## src/rtl/lipo_voltage_to_percent_top_defines.svh

```systemverilog
// Assertion macros used by the LiPo charge estimator top level.
`ifndef LIPO_VOLTAGE_TO_PERCENT_TOP_DEFINES_SVH
`define LIPO_VOLTAGE_TO_PERCENT_TOP_DEFINES_SVH

// Same-cycle implication, checked outside reset.
`define LVP_ASSERT_NOW(label, clk, rst, ante, cons, msg) \
  label: assert property (@(posedge clk) disable iff (rst) (ante) |-> (cons)) else $error(msg);

// Next-cycle implication, checked outside reset.
`define LVP_ASSERT_NEXT(label, clk, rst, ante, cons, msg) \
  label: assert property (@(posedge clk) disable iff (rst) (ante) |=> (cons)) else $error(msg);

`endif

```

## src/rtl/lvp_pkg.sv

```systemverilog
// Package: curve tables, widths and stage types for the LiPo charge estimator.
package lvp_pkg;

  localparam int NUM_KNEES = 21;
  localparam int SEG_W     = 5;
  localparam int MV_W      = 14;
  localparam int PCT_W     = 7;
  localparam int OFS_W     = 9;
  localparam int Q_W       = 3;

  // Resting-voltage curve, falling strictly.
  localparam logic [MV_W-1:0] KNEE_MV [NUM_KNEES] = '{
    14'd4200, 14'd4150, 14'd4110, 14'd4080, 14'd4020, 14'd3980, 14'd3950,
    14'd3910, 14'd3870, 14'd3850, 14'd3840, 14'd3820, 14'd3800, 14'd3790,
    14'd3770, 14'd3750, 14'd3730, 14'd3710, 14'd3690, 14'd3610, 14'd3270
  };

  localparam logic [PCT_W-1:0] KNEE_PCT [NUM_KNEES] = '{
    7'd100, 7'd95, 7'd90, 7'd85, 7'd80, 7'd75, 7'd70,
    7'd65,  7'd60, 7'd55, 7'd50, 7'd45, 7'd40, 7'd35,
    7'd30,  7'd25, 7'd20, 7'd15, 7'd10, 7'd5,  7'd0
  };

  // Millivolts per percent step for the segment ending at knee k
  // (span / 5; every span is a multiple of 5). Entry 0 has no segment.
  localparam logic [OFS_W-1:0] SEG_UNIT [NUM_KNEES] = '{
    9'd0,  9'd10, 9'd8, 9'd6, 9'd12, 9'd8, 9'd6,
    9'd8,  9'd8,  9'd4, 9'd2, 9'd4,  9'd4, 9'd2,
    9'd4,  9'd4,  9'd4, 9'd4, 9'd4,  9'd16, 9'd68
  };

  // Stage 2 contents: segment and offset into it.
  typedef struct packed {
    logic             sat_hi;
    logic             sat_lo;
    logic [SEG_W-1:0] seg;
    logic [OFS_W-1:0] offset;
  } lvp_seg_t;

endpackage

```

## src/rtl/lvp_search.sv

```systemverilog
// Segment search: picks the bracketing knee pair and the offset into it.
module lvp_search import lvp_pkg::*; (
  input  logic [MV_W-1:0]      mv,
  input  logic [NUM_KNEES-1:0] ge,
  output lvp_seg_t             seg_info
);

  logic [SEG_W-1:0] idx;
  logic [MV_W-1:0]  diff;

  // Smallest k >= 1 whose knee is at or below the reading.
  always_comb begin
    idx = SEG_W'(NUM_KNEES - 1);
    for (int k = NUM_KNEES - 1; k >= 1; k--) begin
      if (ge[k]) begin
        idx = SEG_W'(k);
      end
    end
  end

  assign diff = mv - KNEE_MV[idx];

  assign seg_info.sat_hi = ge[0];
  assign seg_info.sat_lo = (mv <= KNEE_MV[NUM_KNEES-1]);
  assign seg_info.seg    = idx;
  assign seg_info.offset = diff[OFS_W-1:0];

endmodule

```

## src/rtl/lvp_interp.sv

```systemverilog
// Interpolation: percent step count within a segment, plus saturation.
module lvp_interp import lvp_pkg::*; (
  input  lvp_seg_t         seg_info,
  output logic [PCT_W-1:0] pct
);

  logic [OFS_W-1:0] unit1;
  logic [OFS_W-1:0] unit2;
  logic [OFS_W-1:0] unit3;
  logic [OFS_W-1:0] unit4;
  logic [Q_W-1:0]   q;

  // offset < 5*unit, so the quotient offset/unit is 0..4.
  assign unit1 = SEG_UNIT[seg_info.seg];
  assign unit2 = unit1 << 1;
  assign unit3 = unit1 + unit2;
  assign unit4 = unit1 << 2;

  assign q = Q_W'(seg_info.offset >= unit1) + Q_W'(seg_info.offset >= unit2)
           + Q_W'(seg_info.offset >= unit3) + Q_W'(seg_info.offset >= unit4);

  always_comb begin
    if (seg_info.sat_hi) begin
      pct = KNEE_PCT[0];
    end else if (seg_info.sat_lo) begin
      pct = KNEE_PCT[NUM_KNEES-1];
    end else begin
      pct = KNEE_PCT[seg_info.seg] + PCT_W'(q);
    end
  end

endmodule

```

## src/rtl/lipo_voltage_to_percent_top.sv

```systemverilog
// Top level: three-stage pipelined LiPo voltage to state-of-charge converter.
//
//  channel  | handshake            | payload
//  ---------+----------------------+------------------------------
//  input    | in_valid / in_ready  | millivolts     [13:0] unsigned
//  output   | out_valid / out_ready| charge_percent [6:0]  unsigned
//
// One transaction per cycle sustained while out_ready stays high; three
// register stages (compare, segment search, interpolation) lie in turn
// between an accepted reading and out_valid, which is driven by the last.
// Each stage holds while the stage after it is full and stalled, so a
// bubble is filled even when the output is blocked; nothing is lost or
// repeated. rst (synchronous) clears only the stage valid bits.
`include "lipo_voltage_to_percent_top_defines.svh"

module lipo_voltage_to_percent_top import lvp_pkg::*; (
  input  logic             clk,
  input  logic             rst,
  input  logic             in_valid,
  output logic             in_ready,
  input  logic [MV_W-1:0]  millivolts,
  output logic             out_valid,
  input  logic             out_ready,
  output logic [PCT_W-1:0] charge_percent
);

  // Stage 1: reading and its compare against every knee.
  logic                 v1;
  logic [MV_W-1:0]      mv1;
  logic [NUM_KNEES-1:0] ge1;
  logic [NUM_KNEES-1:0] ge_next;

  // Stage 2: segment index and offset.
  logic                 v2;
  lvp_seg_t             s2;
  lvp_seg_t             s2_next;

  // Stage 3: output register.
  logic                 v3;
  logic [PCT_W-1:0]     pct3;
  logic [PCT_W-1:0]     pct_next;

  logic adv1;
  logic adv2;
  logic adv3;

  // A stage loads when it is empty or its content moves on.
  assign adv3 = !v3 || out_ready;
  assign adv2 = !v2 || adv3;
  assign adv1 = !v1 || adv2;

  assign in_ready = adv1;

  // Knee compares, all in parallel.
  always_comb begin
    for (int k = 0; k < NUM_KNEES; k++) begin
      ge_next[k] = (millivolts >= KNEE_MV[k]);
    end
  end

  lvp_search u_search (
    .mv       (mv1),
    .ge       (ge1),
    .seg_info (s2_next)
  );

  lvp_interp u_interp (
    .seg_info (s2),
    .pct      (pct_next)
  );

  // Valid bits.
  always_ff @(posedge clk) begin
    if (rst) begin
      v1 <= 1'b0;
      v2 <= 1'b0;
      v3 <= 1'b0;
    end else begin
      if (adv1) v1 <= in_valid;
      if (adv2) v2 <= v1;
      if (adv3) v3 <= v2;
    end
  end

  // Payload, no reset.
  always_ff @(posedge clk) begin
    if (adv1) begin
      mv1 <= millivolts;
      ge1 <= ge_next;
    end
    if (adv2) begin
      s2 <= s2_next;
    end
    if (adv3) begin
      pct3 <= pct_next;
    end
  end

  assign out_valid      = v3;
  assign charge_percent = pct3;

  // Input only blocks when every stage is full and the output is stalled.
  `LVP_ASSERT_NOW(a_full_when_blocked, clk, rst, !in_ready,
    v1 && v2 && v3 && !out_ready, "input blocked with a bubble in the pipeline")

  // An in-range reading lands on a real segment.
  `LVP_ASSERT_NOW(a_seg_range, clk, rst, v2 && !s2.sat_hi && !s2.sat_lo,
    s2.seg >= SEG_W'(1) && s2.seg <= SEG_W'(NUM_KNEES - 1), "segment index out of range")

  // An item in stage 2 that cannot move stays there.
  `LVP_ASSERT_NEXT(a_stage2_hold, clk, rst, v2 && !adv2,
    v2 && $stable(s2), "stage 2 changed while stalled")

  // Result never exceeds full charge.
  `LVP_ASSERT_NOW(a_pct_max, clk, rst, out_valid,
    charge_percent <= KNEE_PCT[0], "charge above 100 percent")

endmodule

```

## config.mk

```make
export PLATFORM = sky130hd
export DESIGN_NAME = lipo_voltage_to_percent_top
export DESIGN_NICKNAME = d
export VERILOG_FILES = /design/src/rtl/lvp_pkg.sv /design/src/rtl/lvp_search.sv /design/src/rtl/lvp_interp.sv /design/src/rtl/lipo_voltage_to_percent_top.sv
export VERILOG_INCLUDE_DIRS = /design/src /design/src/rtl
export SDC_FILE = /design/constraint.sdc
export NUM_CORES = 1
export LEC_CHECK = 0
export CAP_MARGIN = 20
export CORE_MARGIN = 3
export CORE_UTILIZATION = 65
export CTS_BUF_LIST = sky130_fd_sc_hd__clkbuf_4
export CTS_CLUSTER_DIAMETER = 50
export DETAILED_ROUTE_END_ITERATION = 10
export DONT_BUFFER_PORTS = 1
export PLACE_DENSITY_LB_ADDON = 0.3
export SYNTH_ARGS = -nofsm -noshare
export SYNTH_HDL_FRONTEND = slang
export SYNTH_SLANG_ARGS = --single-unit
```

## constraint.sdc

```tcl
create_clock -name clk -period 8.9 [get_ports clk]
set_clock_uncertainty 0.15 [all_clocks]
set_input_delay 0.445 -clock clk [delete_from_list [all_inputs] [get_ports clk]]
set_output_delay 0.445 -clock clk [all_outputs]
set_load 0.02 [all_outputs]
```

Word level (Yosys, flattened, before mapping)
Memory sizes are Yosys's and may differ from the RTL's.
Index checks and enable logic that the tools add are counted.
Word-level totals
  word-level logic and storage cells: 82
  output and inout bits: 9
  bits of input ports: 18
  flip-flop bits (word level): 60
  ROM bits: 960
  memories: 3
Cells by class
  muxes and demuxes: 26
  $lt $le $gt $ge: 27
  add/sub/neg operators: 6
  bitwise operators: 2
  reductions and logical operators: 7
Memories
  (name not given): words 32, width 14, read ports 1, clocked after memory_dff 0, wr ports 0, line lvp_search.sv:21  | assign diff = mv - KNEE_MV[idx];
  (name not given): words 32, width 9, read ports 1, clocked after memory_dff 0, wr ports 0, line lvp_interp.sv:14  | assign unit1 = SEG_UNIT[seg_info.seg];
  (name not given): words 32, width 7, read ports 1, clocked after memory_dff 0, wr ports 0, line lvp_interp.sv:28  | pct = KNEE_PCT[seg_info.seg] + PCT_W'(q);
Operator list (count)
  $ge A14 B12 Y1 const B: 17
  $mux W5: 15
  $ge A14 B13 Y1 const B: 3
  $ge A9 B9 Y1: 4
  $mux W9: 4
  $mux W7: 3
  $le A14 B12 Y1 const B: 1
  $ge A6 B6 Y1 const B: 2
  $mux W3: 4
  $not A5 Y6: 2
  $add A9 B9 Y9: 1
  $sub A9 B9 Y9: 1
  $add A7 B3 Y7: 1
  $add A3 B1 Y3: 2
  $logic_not A1 Y1: 3
  $logic_or A1 B1 Y1: 3
  $add A1 B1 Y2: 1
  $reduce_or A2 Y1: 1

Depth between registers and ports, before layout
  word-level depth: 24
  depth in mapped cells: 24
  gate-level depth less buffers: 24

Hierarchy
Synthesis repeated with hierarchy kept, for this count alone.
Second synthesis, totals
  cells, all modules: 437
  area total of the unflattened synthesis: 4510.6 um2
By module, submodules not included
  lipo_voltage_to_percent_top: area each 2358.5 um2, seq. area each 1801.7 um2, instances 1, cells each 154
  lvp_interp: area each 1229.9 um2, seq. area each 0.0 um2, instances 1, cells each 153
  lvp_search: area each 922.1 um2, seq. area each 0.0 um2, instances 1, cells each 130

Worst setup path before layout
Ideal clock, no wire load.
  path type: reg2reg
  start: reg s2[9] in the netlist's numbering
  end: reg pct3[5], in the netlist charge_percent[5] (data pin)
  cell stages (with the launch flop): 24
  period minus slack after synthesis: 5116 ps
  data required time: 8489 ps
  buffers on the path: 0
  setup time: 261 ps
  setup slack: 3784 ps
  data arrival time: 4705 ps
  path through: edfxtp_1 > inv_1 > ha_1 > nand2_1 > o211a_1 > a211oi_1 > ha_1 > inv_1 > o21ai_0 > a21o_1 > a21o_1 > a211o_1 > a2111o_1 > ha_1 > inv_1 > fa_1 > inv_1 > ha_1 > ha_1 > a21o_1 > a21o_1 > nand3_1 > xor2_1 > o21bai_1
On the way
  longest elaborated chain between the ends: 10
  elaborated cells on any way between the ends: 17
  those cells by class: add/sub (5); order compare (4); mux (5); bitwise (1); memory (2)
Ends and longest elaborated chain
  from (decl): line lipo_voltage_to_percent_top.sv:35  | lvp_seg_t s2;
  from (signal assigned): line lipo_voltage_to_percent_top.sv:92  | s2 <= s2_next;
  $not A5 Y6 (not written as such) (*): line lvp_interp.sv:14, lvp_interp.sv:28
  $mem_v2 Z32 W9
  $mux W9 (not written as such) (2 in a row): line lvp_interp.sv:14
  $add A9 B9 Y9 or $ge A9 B9 Y1 (tied branches): line lvp_interp.sv:16, lvp_interp.sv:19
  $ge A9 B9 Y1 or $add A1 B1 Y2 (tied branches): line lvp_interp.sv:20, lvp_interp.sv:19
  $add A3 B1 Y3 (2 in a row): line lvp_interp.sv:20  | + Q_W'(seg_info.offset >= unit3) + Q_W'(seg_info.offset >= unit4);
  $add A7 B3 Y7 (*): line lvp_interp.sv:28
  $mux W7 (*): line lvp_interp.sv:25  | end else if (seg_info.sat_lo) begin
  to (signal assigned): line lipo_voltage_to_percent_top.sv:95  | pct3 <= pct_next;
  to (decl): line lipo_voltage_to_percent_top.sv:40  | logic [PCT_W-1:0] pct3;
Mark *: on every way between the ends. The rest lies on a longest branch, timed or not. The select of a mux whose other input is x is not followed.
A chain may end at the register's enable or synchronous reset.

Worst setup path in the final report
  start: reg s2[9] in the netlist's numbering
  end: reg pct3[6], in the netlist charge_percent[6] (data pin)
The elaborated chain is that of the path after synthesis.

==> run summary <==
==========================================================================================
EDFF count, synth                                                                       57
First element of the critical path                                                   s2[9]
Core region area                                                                  6460 um2
Fraction of the mapped netlist area in compound gates                                19.9%
Number of nets in the final layout                                                     533
Number of port buffers                                                                   0
Cell type with the highest aggregate area in the netlist                      sky130_fd_sc_hd__edfxtp_1
Final weighted congestion in routability-driven placement                            0.958
Proportion of netlist area held by the largest area contributor                      38.7%
Vertical die dimension                                                             88.5 um
Period utilisation layout                                                            65.2%
Flop and latch count out of synthesis                                                   60
Largest net degree at the start of global routing                                       36
DR WL/cell                                                                         16.0 um
Dominant combinational cell family by area after synthesis                    compound AO/OA/AOI/OAI gates
IO Pins                                                                                 27
Xor/xnor share of the synthesized area                                               2.57%
Fraction of registers with async set/reset                                              0%
Sequential-to-total area share from yosys stat                                       40.0%
Instance count of the mapped netlist                                                   447
Setup_tns                                                                             0 ns
Detailed-routing iteration count for the pre-antenna-repair pass                         6
Slew at the pin closest to its max-slew limit                                     0.862 ns
First-pass GRT wire length                                                        14500 um
Power Total                                                                       0.831 mW
Yosys cell types                                                                        66
Worst Setup Path Type                                                         flop to flop
Max H-tree Level                                                                         3
Worst min-delay path category                                                 input port to flop
Post-DP HPWL                                                                       6590 um
Commonest cells in the netlist                                                57 x sky130_fd_sc_hd__edfxtp_1, 49 x sky130_fd_sc_hd__ha_1, 37 x sky130_fd_sc_hd__inv_1
Row cnt                                                                                 29
Die outline width                                                                  88.5 um
Ratio of total power to cell area                                               175 nW/um2
Simple-Gate Fraction of Synth Area                                                   16.2%
CTS-repair resized insts                                                                 0
Main flop type after synthesis                                                sky130_fd_sc_hd__edfxtp_1
Worst-Skew Late Latency                                                            0.39 ns
Share of synthesized cell area in full adder, half adder and majority cells          15.7%
Antenna cells                                                                            0
Gr usage total                                                                       23.9%
Setup crit end kind                                                                   flop
Required time at the worst-slack endpoint                                          8.90 ns
Synth Cell Area                                                                   4430 um2
Number of DRC markers after the initial detailed-route iteration                       248
Cts bufs inserted                                                                        9
Setup violation total in the final timing report                                         0
Static Leak                                                                        1.86 nW
Starting Density                                                                     68.5%
Final worst path period need                                                       5.80 ns
CP arrival                                                                         5.80 ns
Highest attainable clock frequency                                               0.172 GHz
Count of filler cells inserted in the layout                                           474
Total of warnings raised by yosys                                                        0
Clock-pin transition on the worst setup and hold timing paths                      0.10 ns
Max-cap violation count                                                                  0
Outcome                                                                       finished, final reports clean
Fraction of layout cells with a size suffix above 1                                  7.07%
Root buffer selected by CTS                                                   sky130_fd_sc_hd__clkbuf_4
Via total after detailed routing                                                      3398
Clk buf depth                                                                            2
Largest driver fanout on the critical path                                               5
Critical Path Source Type                                                             flop
CTS sink count                                                                          60
Area growth from synthesis to final layout                                           7.46%
Count of pins over their slew limit                                                      0
Total wirelength of the detailed-routed design                                     8680 um
Hold Crit Start                                                                   in_valid
Synthesized area divided by synthesized cell count                                9.90 um2
Multiplexer share of the synthesized area                                            1.13%
Number of DRC violations after detailed routing                                          0
Count of nets left with antenna violations after detail routing                          0
Number of failing hold endpoints at the final stage                                      0
Syn Nets                                                                               518
Top cells by area in the synthesized netlist                                  sky130_fd_sc_hd__edfxtp_1 39%, sky130_fd_sc_hd__ha_1 14%, sky130_fd_sc_hd__o21ai_0 3.5%, sky130_fd_sc_hd__inv_1 3.1%, sky130_fd_sc_hd__a21oi_1 3.1%
Overflow left after global routing                                                       0
Worst flop-to-flop path startpoint                                                   s2[9]
Max-slew headroom at the worst pin                                                   42.0%
TritonCTS clock tree                                                                  done
Number of global-route vias before repair                                             3317
Leading cell type by number of instances after synthesis                      sky130_fd_sc_hd__edfxtp_1
Initial antenna violation count                                                          0
Die Outline Area                                                                  7830 um2
Setup repair after global routing missed its margin                                     no
VDD IR max                                                                        0.116 mV
Average vias per placed instance                                                      6.25
==========================================================================================
final cells by class:
cell class                 count  area (um2)  area share, %
timing repair buffer          16         158           3.31
tap                           77        96.3           2.03
inverter                      38         145           3.05
multi-input combinational    337        2450           51.6
clock buffer                  10        75.1           1.58
sequential                    60        1770           37.3
clock inverter                 6        56.3           1.18
flip-flops by register name (all words and copies together), names as in the netlist:
signal / flops
charge_percent: 7
ge1: 20
mv1: 14
out_valid: 1
s2: 16
v1: 1
v2: 1
layer usage:
| layer | part of all wire (%) | vias to the layer above | wire length [um] | GRT usage (%) |
|---|---|---|---|---|
| met2 | 50 | 108 | 4380 | 43.1 |
| li1 | - | 1704 | - | - |
| met4 | 2.2 | 0 | 192 | 9.07 |
| met3 | 5.3 | 18 | 461 | 6.33 |
| met1 | 42 | 1568 | 3640 | 27.1 |
| met5 | 0 | - | 0 | 0 |
final timing paths:
check / to / slack, ns / depth (start not counted)
max: charge_percent[6] / 3.10 / 23
min: v1 / 0.02 / 2
max reg2reg: charge_percent[6] / 3.10 / 23
min reg2reg: s2[15] / 0.28 / 0
repair_timing:
item	in CTS	in global routing
endpoints found under the hold margin	17	0
setup buffers	0	0
hold buffers	15	0
critical path: stages (launching register included):
cell and delay (ns):
sky130_fd_sc_hd__edfxtp_1 0.47, sky130_fd_sc_hd__inv_1 0.19, sky130_fd_sc_hd__ha_1 0.28, sky130_fd_sc_hd__nand2_1 0.08
sky130_fd_sc_hd__o211a_1 0.15, sky130_fd_sc_hd__a211oi_1 0.52, sky130_fd_sc_hd__ha_1 0.35, sky130_fd_sc_hd__inv_1 0.06
sky130_fd_sc_hd__o21ai_0 0.10, sky130_fd_sc_hd__a21o_1 0.20, sky130_fd_sc_hd__a21o_1 0.17, sky130_fd_sc_hd__a211o_1 0.28
sky130_fd_sc_hd__a2111o_1 0.42, sky130_fd_sc_hd__ha_1 0.28, sky130_fd_sc_hd__inv_1 0.05, sky130_fd_sc_hd__fa_1 0.40
sky130_fd_sc_hd__inv_1 0.08, sky130_fd_sc_hd__ha_1 0.15, sky130_fd_sc_hd__inv_1 0.06, sky130_fd_sc_hd__fa_1 0.46
sky130_fd_sc_hd__nor2b_1 0.19, sky130_fd_sc_hd__o2111ai_1 0.17, sky130_fd_sc_hd__xor2_1 0.21, sky130_fd_sc_hd__o21bai_1 0.08
layout by cell type (no fill, tap or decap), types with 3 or more instances in the layout:
master                          instances
sky130_fd_sc_hd__or4_1                  3
sky130_fd_sc_hd__xnor2_1                7
sky130_fd_sc_hd__a311o_1                3
sky130_fd_sc_hd__nand2_1               24
sky130_fd_sc_hd__o22ai_1                5
sky130_fd_sc_hd__o31ai_1                3
sky130_fd_sc_hd__o21a_1                 7
sky130_fd_sc_hd__nor2b_1                8
sky130_fd_sc_hd__nor4_1                 6
sky130_fd_sc_hd__edfxtp_1              57
sky130_fd_sc_hd__nor3_1                14
sky130_fd_sc_hd__a31oi_1                5
sky130_fd_sc_hd__a21oi_1               27
sky130_fd_sc_hd__clkinv_2               3
sky130_fd_sc_hd__dlygate4sd3_1         15
sky130_fd_sc_hd__nor2_1                35
sky130_fd_sc_hd__mux2i_1                5
sky130_fd_sc_hd__a211oi_1               3
sky130_fd_sc_hd__o221ai_1               3
sky130_fd_sc_hd__nor3b_1                3
sky130_fd_sc_hd__nand2b_1              10
sky130_fd_sc_hd__fa_1                   4
sky130_fd_sc_hd__dfxtp_1                3
sky130_fd_sc_hd__nand3_1                7
sky130_fd_sc_hd__o21ai_0               31
sky130_fd_sc_hd__ha_1                  49
sky130_fd_sc_hd__or2_2                  5
sky130_fd_sc_hd__o21bai_1               3
sky130_fd_sc_hd__xor2_1                 6
sky130_fd_sc_hd__inv_1                 37
sky130_fd_sc_hd__a21o_1                12
sky130_fd_sc_hd__o211ai_1               5
sky130_fd_sc_hd__or3_1                  4
sky130_fd_sc_hd__clkbuf_4              10
through the flow:
| stage | utilization (%) | hold slack (ns) | worst slack [ns] | instances | cell area (um2) |
|---|---|---|---|---|---|
| after global placement | 69.3 | 0.254 | 3.49 | 513 | 4470 |
| after detailed placement | 69.3 | 0.264 | 3.10 | 513 | 4470 |
| after CTS | 73.6 | 0.000751 | 3.11 | 544 | 4760 |
| after floorplan | - | 0.250 | 3.78 | 447 | 4430 |
| final | 73.6 | 0.0198 | 3.10 | 544 | 4760 |
| after global routing | 73.6 | 0.0200 | 2.79 | 544 | 4760 |
where the power goes:
| group | internal, mW | switching [mW] | total, mW |
|---|---|---|---|
| registers | 0.345 | 0.0353 | 0.380 |
| logic | 0.132 | 0.139 | 0.271 |
| clock network | 0.0865 | 0.0940 | 0.181 |
kinds of logic (layout without fill, tap and decap cells):
kind of cell	after synthesis	in the layout
multiplexers	5	5
AO/OA/AOI/OAI	131	131
buffers and inverters	50	70
adder cells (fa/ha/maj)	53	53
AND/OR/NAND/NOR	135	135
flip-flops	60	60
XOR/XNOR	13	13
Power figures use the tool's default switching activity.
